## src/rtl/ptb_pkg.sv

```systemverilog
`timescale 1ns / 1ps
// ----------------------------------------------------------------------------
// ptb_pkg: shared types and constants of the periodic timer bank
// command and result beats, event codes, controller/datapath handshake structs
// ----------------------------------------------------------------------------
package ptb_pkg;

  localparam int SLOT_W = 4;

  // command codes
  localparam logic [1:0] CMD_TICK = 2'd0;
  localparam logic [1:0] CMD_ADD  = 2'd1;
  localparam logic [1:0] CMD_DEL  = 2'd2;

  // event codes
  localparam logic [2:0] EV_ADDED   = 3'd0;
  localparam logic [2:0] EV_FULL    = 3'd1;
  localparam logic [2:0] EV_DELETED = 3'd2;
  localparam logic [2:0] EV_EXPIRED = 3'd3;
  localparam logic [2:0] EV_QUIET   = 3'd4;

  typedef struct packed {
    logic [1:0]  cmd;
    logic [15:0] period;
    logic        periodic;
    logic [31:0] tag;
    logic [7:0]  timer_id;
  } in_t;

  typedef struct packed {
    logic [2:0]        event_kind;
    logic [SLOT_W-1:0] slot;
    logic [31:0]       expired_tag;
    logic [31:0]       tick_count;
    logic              last;
  } out_t;

  // controller -> datapath
  typedef struct packed {
    logic load;      // latch command beat, restart slot walk
    logic tick;      // bump global tick counter
    logic scan;      // tick walk over the slots
    logic tfin;      // emit final tick result
    logic add_step;  // test one slot for add
    logic del;       // free the addressed slot
  } ctrl_t;

  // datapath -> controller
  typedef struct packed {
    logic proc_last; // last slot of the tick walk is being processed
    logic add_done;  // add found a free slot or ran out of slots
  } stat_t;

endpackage

```

## src/rtl/ptb_ctrl.sv

```systemverilog
`timescale 1ns / 1ps
// ----------------------------------------------------------------------------
// ptb_ctrl: command sequencer of the periodic timer bank
// decodes accepted commands and steps the datapath through each one
// ----------------------------------------------------------------------------
module ptb_ctrl (
  input  logic            clk,
  input  logic            rst_n,
  input  logic            start,
  input  logic [1:0]      cmd,
  input  ptb_pkg::stat_t  stat,
  output ptb_pkg::ctrl_t  ctrl,
  output logic            busy
);

  typedef enum logic [2:0] {
    S_IDLE,
    S_TICK,
    S_TFIN,
    S_ADD,
    S_DEL
  } state_t;

  state_t state_r, state_nxt;

  always_comb begin
    state_nxt = state_r;
    ctrl      = '0;
    unique case (state_r)
      S_IDLE: begin
        if (start) begin
          ctrl.load = 1'b1;
          case (cmd)
            ptb_pkg::CMD_TICK: begin
              ctrl.tick = 1'b1;
              state_nxt = S_TICK;
            end
            ptb_pkg::CMD_ADD: state_nxt = S_ADD;
            ptb_pkg::CMD_DEL: state_nxt = S_DEL;
            default:          state_nxt = S_IDLE;
          endcase
        end
      end
      S_TICK: begin
        ctrl.scan = 1'b1;
        if (stat.proc_last) state_nxt = S_TFIN;
      end
      S_TFIN: begin
        ctrl.tfin = 1'b1;
        state_nxt = S_IDLE;
      end
      S_ADD: begin
        ctrl.add_step = 1'b1;
        if (stat.add_done) state_nxt = S_IDLE;
      end
      S_DEL: begin
        ctrl.del  = 1'b1;
        state_nxt = S_IDLE;
      end
      default: state_nxt = S_IDLE;
    endcase
  end

  always_ff @(posedge clk) begin
    if (!rst_n) begin
      state_r <= S_IDLE;
    end else begin
      state_r <= state_nxt;
    end
  end

  assign busy = (state_r != S_IDLE);

endmodule

```

## src/rtl/ptb_dpath.sv

```systemverilog
`timescale 1ns / 1ps
// ----------------------------------------------------------------------------
// ptb_dpath: slot storage and result datapath of the periodic timer bank
// entry memory, active bits, tick counter, slot walk and result register
// ----------------------------------------------------------------------------
module ptb_dpath #(
  parameter int NUM_TIMERS = 16
) (
  input  logic            clk,
  input  logic            rst_n,
  input  ptb_pkg::in_t    in_data,
  input  ptb_pkg::ctrl_t  ctrl,
  output ptb_pkg::stat_t  stat,
  output logic            out_valid,
  output ptb_pkg::out_t   out_data
);

  localparam int IW = (NUM_TIMERS > 1) ? $clog2(NUM_TIMERS) : 1;
  localparam logic [IW-1:0] LAST_IDX = IW'(NUM_TIMERS - 1);

  typedef struct packed {
    logic [15:0] period;
    logic [15:0] elapsed;
    logic        periodic;
    logic [31:0] tag;
  } entry_t;

  entry_t entry_mem [NUM_TIMERS];

  ptb_pkg::in_t                 item_r, item_nxt;
  logic [31:0]                  ticks_r, ticks_nxt;
  logic [NUM_TIMERS-1:0]        active_r, active_nxt;
  logic [IW-1:0]                rd_idx_r, rd_idx_nxt;
  logic                         rd_live_r, rd_live_nxt;
  logic                         proc_vld_r, proc_vld_nxt;
  logic [IW-1:0]                proc_idx_r, proc_idx_nxt;
  entry_t                       rdata_r;
  logic                         pend_vld_r, pend_vld_nxt;
  logic [ptb_pkg::SLOT_W-1:0]   pend_slot_r, pend_slot_nxt;
  logic [31:0]                  pend_tag_r, pend_tag_nxt;
  logic                         out_vld_r, out_vld_nxt;
  ptb_pkg::out_t                out_r, out_nxt;

  logic        wr_en;
  logic [IW-1:0] wr_idx;
  entry_t      wr_data;
  logic        rd_en;

  logic        proc_hit, proc_exp;
  logic [15:0] el_inc;
  logic        add_free, add_end, del_in;

  assign rd_en    = ctrl.scan && rd_live_r;
  assign proc_hit = proc_vld_r && active_r[proc_idx_r];
  assign el_inc   = rdata_r.elapsed + 16'd1;
  assign proc_exp = proc_hit && (rdata_r.period != 16'd0) && (el_inc == rdata_r.period);
  assign add_free = !active_r[rd_idx_r];
  assign add_end  = (rd_idx_r == LAST_IDX);
  assign del_in   = (item_r.timer_id < 8'(NUM_TIMERS));

  assign stat.proc_last = proc_vld_r && (proc_idx_r == LAST_IDX);
  assign stat.add_done  = add_free || add_end;

  always_comb begin
    item_nxt      = item_r;
    ticks_nxt     = ticks_r;
    active_nxt    = active_r;
    rd_idx_nxt    = rd_idx_r;
    rd_live_nxt   = rd_live_r;
    proc_vld_nxt  = rd_en;
    proc_idx_nxt  = rd_idx_r;
    pend_vld_nxt  = pend_vld_r;
    pend_slot_nxt = pend_slot_r;
    pend_tag_nxt  = pend_tag_r;
    out_vld_nxt   = 1'b0;
    out_nxt       = out_r;
    wr_en         = 1'b0;
    wr_idx        = proc_idx_r;
    wr_data       = rdata_r;

    if (ctrl.load) begin
      item_nxt     = in_data;
      rd_idx_nxt   = '0;
      rd_live_nxt  = 1'b1;
      pend_vld_nxt = 1'b0;
      if (ctrl.tick) ticks_nxt = ticks_r + 32'd1;
    end

    // read side of the tick walk
    if (rd_en) begin
      rd_idx_nxt  = rd_idx_r + IW'(1);
      rd_live_nxt = (rd_idx_r != LAST_IDX);
    end

    // process side: one slot behind the read
    if (proc_hit) begin
      wr_en           = 1'b1;
      wr_idx          = proc_idx_r;
      wr_data.elapsed = proc_exp ? 16'd0 : el_inc;
      if (proc_exp) begin
        if (!rdata_r.periodic) active_nxt[proc_idx_r] = 1'b0;
        // a newer expiry exists, so the held one is not the last beat
        if (pend_vld_r) begin
          out_vld_nxt = 1'b1;
          out_nxt     = '{ptb_pkg::EV_EXPIRED, pend_slot_r, pend_tag_r, ticks_r, 1'b0};
        end
        pend_vld_nxt  = 1'b1;
        pend_slot_nxt = ptb_pkg::SLOT_W'(proc_idx_r);
        pend_tag_nxt  = rdata_r.tag;
      end
    end

    if (ctrl.tfin) begin
      out_vld_nxt = 1'b1;
      if (pend_vld_r) begin
        out_nxt = '{ptb_pkg::EV_EXPIRED, pend_slot_r, pend_tag_r, ticks_r, 1'b1};
      end else begin
        out_nxt = '{ptb_pkg::EV_QUIET, '0, 32'd0, ticks_r, 1'b1};
      end
    end

    if (ctrl.add_step) begin
      if (add_free) begin
        wr_en                = 1'b1;
        wr_idx               = rd_idx_r;
        wr_data.period       = item_r.period;
        wr_data.elapsed      = 16'd0;
        wr_data.periodic     = item_r.periodic;
        wr_data.tag          = item_r.tag;
        active_nxt[rd_idx_r] = 1'b1;
        out_vld_nxt          = 1'b1;
        out_nxt = '{ptb_pkg::EV_ADDED, ptb_pkg::SLOT_W'(rd_idx_r), 32'd0, ticks_r, 1'b1};
      end else if (add_end) begin
        out_vld_nxt = 1'b1;
        out_nxt     = '{ptb_pkg::EV_FULL, '0, 32'd0, ticks_r, 1'b1};
      end else begin
        rd_idx_nxt = rd_idx_r + IW'(1);
      end
    end

    if (ctrl.del) begin
      if (del_in) active_nxt[item_r.timer_id[IW-1:0]] = 1'b0;
      out_vld_nxt = 1'b1;
      out_nxt     = '{ptb_pkg::EV_DELETED, '0, 32'd0, ticks_r, 1'b1};
    end
  end

  // entry memory, registered read
  always_ff @(posedge clk) begin
    if (wr_en) entry_mem[wr_idx] <= wr_data;
    if (rd_en) rdata_r <= entry_mem[rd_idx_r];
  end

  always_ff @(posedge clk) begin
    if (!rst_n) begin
      ticks_r    <= 32'd0;
      active_r   <= '0;
      rd_live_r  <= 1'b0;
      proc_vld_r <= 1'b0;
      pend_vld_r <= 1'b0;
      out_vld_r  <= 1'b0;
    end else begin
      ticks_r    <= ticks_nxt;
      active_r   <= active_nxt;
      rd_live_r  <= rd_live_nxt;
      proc_vld_r <= proc_vld_nxt;
      pend_vld_r <= pend_vld_nxt;
      out_vld_r  <= out_vld_nxt;
    end
    item_r      <= item_nxt;
    rd_idx_r    <= rd_idx_nxt;
    proc_idx_r  <= proc_idx_nxt;
    pend_slot_r <= pend_slot_nxt;
    pend_tag_r  <= pend_tag_nxt;
    out_r       <= out_nxt;
  end

  assign out_valid = out_vld_r;
  assign out_data  = out_r;

endmodule

```

## src/rtl/periodic_timer_bank.sv

```systemverilog
`timescale 1ns / 1ps
// ----------------------------------------------------------------------------
// periodic_timer_bank: bank of periodic and one-shot timers
// commands add, delete and tick; each tick walks all slots and reports expiries
// ----------------------------------------------------------------------------
// tick: walks one slot per cycle through the entry memory read port; expiry
//   beats stream out during the walk, last beat in the cycle busy drops
// add: tests slots upward from 0 until a free one or the last; delete frees an in-range id
// add and delete beats appear in the cycle busy drops; unused code: no beat
// one command at a time; each beat is valid for a single cycle, receiver cannot stall
// reset clears active bits and tick counter; entry memory is not cleared
module periodic_timer_bank #(
  parameter int NUM_TIMERS = 16
) (
  input  logic          clk,
  input  logic          rst_n,
  input  logic          start,
  output logic          busy,
  input  ptb_pkg::in_t  in_data,
  output logic          out_valid,
  output ptb_pkg::out_t out_data
);

  ptb_pkg::ctrl_t ctrl;
  ptb_pkg::stat_t stat;
  logic           accept;

  // a command beat is taken only while the sequencer is idle
  assign accept = start && !busy;

  // sequencer: decodes the command and paces the slot walk
  ptb_ctrl u_ctrl (
    .clk   (clk),
    .rst_n (rst_n),
    .start (start),
    .cmd   (in_data.cmd),
    .stat  (stat),
    .ctrl  (ctrl),
    .busy  (busy)
  );

  // storage, tick counter, result register
  ptb_dpath #(
    .NUM_TIMERS (NUM_TIMERS)
  ) u_dpath (
    .clk       (clk),
    .rst_n     (rst_n),
    .in_data   (in_data),
    .ctrl      (ctrl),
    .stat      (stat),
    .out_valid (out_valid),
    .out_data  (out_data)
  );

  // final beat of a command only shows once the sequencer is back to idle
  a_last_idle: assert property (@(posedge clk) disable iff (!rst_n)
    out_valid && out_data.last |-> !busy)
    else $error("last beat while busy");

  // delete answers with exactly one beat, through the S_DEL state and the result register
  a_del_beat: assert property (@(posedge clk) disable iff (!rst_n)
    accept && (in_data.cmd == ptb_pkg::CMD_DEL) |=> ##1
      (out_valid && out_data.last && (out_data.event_kind == ptb_pkg::EV_DELETED)))
    else $error("delete beat missing");

  // only expiry beats carry a tag
  a_tag_zero: assert property (@(posedge clk) disable iff (!rst_n)
    out_valid && (out_data.event_kind != ptb_pkg::EV_EXPIRED) |-> (out_data.expired_tag == 32'd0))
    else $error("tag on non-expiry beat");

endmodule

```

## config.mk

```make
export PLATFORM = sky130hd
export DESIGN_NAME = periodic_timer_bank
export DESIGN_NICKNAME = d
export VERILOG_FILES = /design/src/rtl/ptb_pkg.sv /design/src/rtl/ptb_ctrl.sv /design/src/rtl/ptb_dpath.sv /design/src/rtl/periodic_timer_bank.sv
export SDC_FILE = /design/constraint.sdc
export NUM_CORES = 1
export LEC_CHECK = 0
export ABC_CLOCK_PERIOD_IN_PS = 6970
export BUFFER_PORTS_ARGS = -buffer_cell sky130_fd_sc_hd__buf_2
export CAP_MARGIN = 20
export CORE_MARGIN = 5
export CORE_UTILIZATION = 37
export DETAILED_ROUTE_END_ITERATION = 8
export GPL_TIMING_DRIVEN = 0
export PLACE_DENSITY = 0.53
export SLEW_MARGIN = 0
export SYNTH_ARGS = -nofsm -noshare
export SYNTH_HDL_FRONTEND = slang
export SYNTH_SLANG_ARGS = --single-unit
```

## constraint.sdc

```tcl
create_clock -name clk -period 6.97 [get_ports clk]
set_clock_uncertainty 0.05 [all_clocks]
set_input_delay 1.0455 -clock clk [delete_from_list [all_inputs] [get_ports clk]]
set_output_delay 1.0455 -clock clk [all_outputs]
set_load 0.05 [all_outputs]
```

==> summary.txt <==
top-area cell type share of the netlist area - 70.4%
Finished Core Util - 43.9%
CP endpoint kind - flip-flop
Max Cap Viol - 0
RSZ-0062 raised after global routing - no
Worst VDD drop - 0.205 mV
cts repair resizes - 0
CTS tree - yes
largest net degree at the start of global routing - 59
Horiz. Die Dim - 382 um
worst hold path type - reg -> reg
nature of the critical path startpoint - flip-flop
Die Ht - 382 um
Syn Area/Cell - 21.0 sq um
hold buffers post-CTS - 0
combinational cell fraction of total power - 8.1%
final setup TNS - 0 ns
Psw - 3.80 mW
Routed WL per cell - 28.7 um
Root Buffer - clkbuf_16
initial DRC count - 2,547
Fin. Hold Viols - 0
clk slew on worst S/H paths - 0.06 ns
routed wire length - 135,000 um
Worst-Skew Late Latency - 0.75 ns
vias - 25,800
DR vias/cell - 5.50
Netlist cell types - 74
initial antenna violation count - 3
sequential share of power - 50.4%
Post-Syn Area - 0.0511 sq mm
Final nets - 2,871
Slew headroom - 25.0%
row count - 136
P_int - 13.8 mW
Inst Count DP - 4,436
most used flip-flop cell after synthesis - edfxtp_1
final non-filler cell total - 4,700
Final Cycle Share - 78.3%
vias in the first global route - 26,700
Worst-Margin Slew - 1.13 ns
Crit Path Class - reg -> reg
Switching Share - 21.6%
layout cells sized above 1 - 31.4%
Crit Path Max Fanout - 19
final setup violating endpoints - 0
fmax - 183 MHz
largest area contributor in the netlist - edfxtp_1
Initial Util - 37.2%
grt total ovfl - 0
WHS - 0.303 ns
PortBufs - 135
cells after synthesis - 2,430
clock period minus worst slack - 5.46 ns
Synthesis Warnings - 0
Max Root-Sink Buffers - 3
Post-DRT Antenna Nets - 0
Area Growth Syn to Fin - 18.0%
EDFF count, synth - 1,198
first-pass GRT wire length - 194,000 um
GP Congestion - 0.843
# clock sinks - 1,333
# H-tree levels - 4
Detailed Place HPWL - 86,000 um
Max Slew Vio Count - 0
core area - 0.137 sq mm
Synth area leaders - edfxtp_1 70%, mux4_2 15%, dfxtp_1 5.3%, mux2_2 1.8%, a22o_1 0.55%
I/O pins - 136
pwr/cell area - 291 mW/mm^2
TritonCTS Buffers - 137
power share of the clock group - 41.6%
synthesized net count - 2,498
Worst Path Arrival - 5.85 ns
die area - 0.146 sq mm
GRT Util Overall - 18.5%
sequential fraction of the synthesis area - 75.7%
CP required - 7.36 ns
drt pass-1 iters - 5
Setup Buffers After CTS - 0
run status - completed
LEAKAGE - 19.0 nW
fraction of registers with async set/reset - 0%
Yosys reg bits - 1,333
drt drc - 0
area by class of cell:
class | count | area (sq um)
Sequential cell | 1333 | 38700
Buffer | 127 | 574
Clock inverter | 72 | 737
Antenna cell | 2 | 5.00
Fill cell | 11600 | 77000
Timing Repair Buffer | 234 | 2370
Tap cell | 1794 | 2240
Inverter | 26 | 105
Multi-Input combinational cell | 944 | 11900
Clock buffer | 168 | 3720
sequential cells by signal, summed over array words and instances, names as in the netlist, 4 cells and up:
signal / cells
u_dpath.ticks_r: 32
u_dpath.proc_idx_nxt: 4
u_dpath.item_r: 57
u_dpath.pend_slot_r: 4
u_dpath.rdata_r: 65
u_dpath.out_data: 72
u_dpath.entry_mem: 1040
u_dpath.active_r: 16
u_dpath.proc_idx_r: 4
u_dpath.pend_tag_r: 32
cells in the mapped netlist (all sizes together), types with 2 or more instances:
cell	number
mux4	331
o211a	2
nor3	30
o41ai	16
a22o	32
nand2	65
xnor2	31
xor2	13
nand2b	9
clkbuf	72
a31o	3
o221a	2
nor2	49
and4	3
a21oi	33
nor2b	13
a21o	2
or4	8
nor3b	3
nand3	33
or3	11
a211oi	4
a21boi	5
nand4	17
and2	38
buf	55
a2111oi	3
a221o	3
a32oi	3
o211ai	2
mux2i	8
mux2	81
edfxtp	1198
or2	5
nor4	7
ha	6
dfxtp	135
and3	10
inv	25
a31oi	8
a221oi	3
o21ai	37
layer usage:
metal	vias to the layer above	part of all wire, %	track usage, %
met5	-	0	0
met4	0	2.2	5.04
met3	160	5.5	2.90
met2	854	49	30.6
met1	14000	43	25.7
li1	10900	-	-
power by group through the flow:
| stage | Sequential [mW] | Combinational [mW] | Clock (mW) |
|---|---|---|---|
| 3_5_place_dp | 9.02 | 1.41 | 0 |
| 2_1_floorplan | 9.03 | 0.878 | 0 |
| 3_3_place_gp | 9.03 | 1.29 | 0 |
| 5_1_grt | 8.85 | 1.52 | 7.82 |
| 6_report | 8.85 | 1.42 | 7.30 |
| 4_1_cts | 8.85 | 1.41 | 7.48 |
layout by cell type (no fill, tap or decap), drive strengths merged, types with 4 or more instances in the layout:
cell / n
edfxtp: 1198
mux4: 331
buf: 289
clkbuf: 240
dfxtp: 135
mux2: 81
nand2: 65
nor2: 49
clkinv: 49
and2: 38
o21ai: 37
inv: 34
a21oi: 33
nand3: 33
a22o: 32
xnor2: 31
nor3: 30
nand4: 17
o41ai: 16
bufinv: 14
xor2: 13
nor2b: 13
or3: 11
and3: 10
nand2b: 9
mux2i: 8
a31oi: 8
or4: 8
nor4: 7
ha: 6
or2: 5
a21boi: 5
a211oi: 4
kinds of logic (layout without fill, tap and decap cells):
family,Yosys count,after routing,share of synthesized area (%)
AOI/OAI and AO/OA,167,167,2.31
adders and majority gates,6,6,0.147
other,0,2,0
buffers and inverters,153,627,1.31
and+or+nand+nor,306,306,3.20
xor gates and xnor gates,45,45,0.798
DFF,1333,1333,75.7
muxes,420,420,16.5
critical path, cell delays in order, from the launching register on:
cell and delay (ns):
dfxtp_1 0.40, buf_4 0.31, mux4_2 0.59, nor2_1 0.39, a211o_1 0.26, and2_1 0.17, clkbuf_1 0.80, buf_2 0.37
a32oi_1 0.37, nor2_4 0.85, buf_12 0.30, buf_12 0.22
through the flow:
| stage | area (sq um) | power [mW] | worst slack [ns] |
|---|---|---|---|
| after CTS | 60100 | 17.7 | 1.58 |
| after global placement | 54000 | 10.3 | -4.53 |
| final | 60300 | 17.6 | 1.51 |
| after detailed placement | 55600 | 10.4 | 1.64 |
| after global routing | 60300 | 18.2 | 1.36 |
| after floorplan | 51100 | 9.91 | 1.46 |
worst paths after layout:
check | startpoint | to | slack, ns | cells past startpoint
max | u_dpath.proc_idx_nxt[0]$_DFF_P_ | u_dpath.entry_mem[2][51]$_DFFE_PP_ | 1.51 | 11
min | u_dpath.proc_idx_nxt[3]$_DFF_P_ | u_dpath.proc_idx_r[3]$_DFF_P_ | 0.30 | 0
max reg2reg | u_dpath.proc_idx_nxt[0]$_DFF_P_ | u_dpath.entry_mem[2][51]$_DFFE_PP_ | 1.51 | 11
min reg2reg | u_dpath.proc_idx_nxt[3]$_DFF_P_ | u_dpath.proc_idx_r[3]$_DFF_P_ | 0.30 | 0
Power figures use the tool's default switching activity.
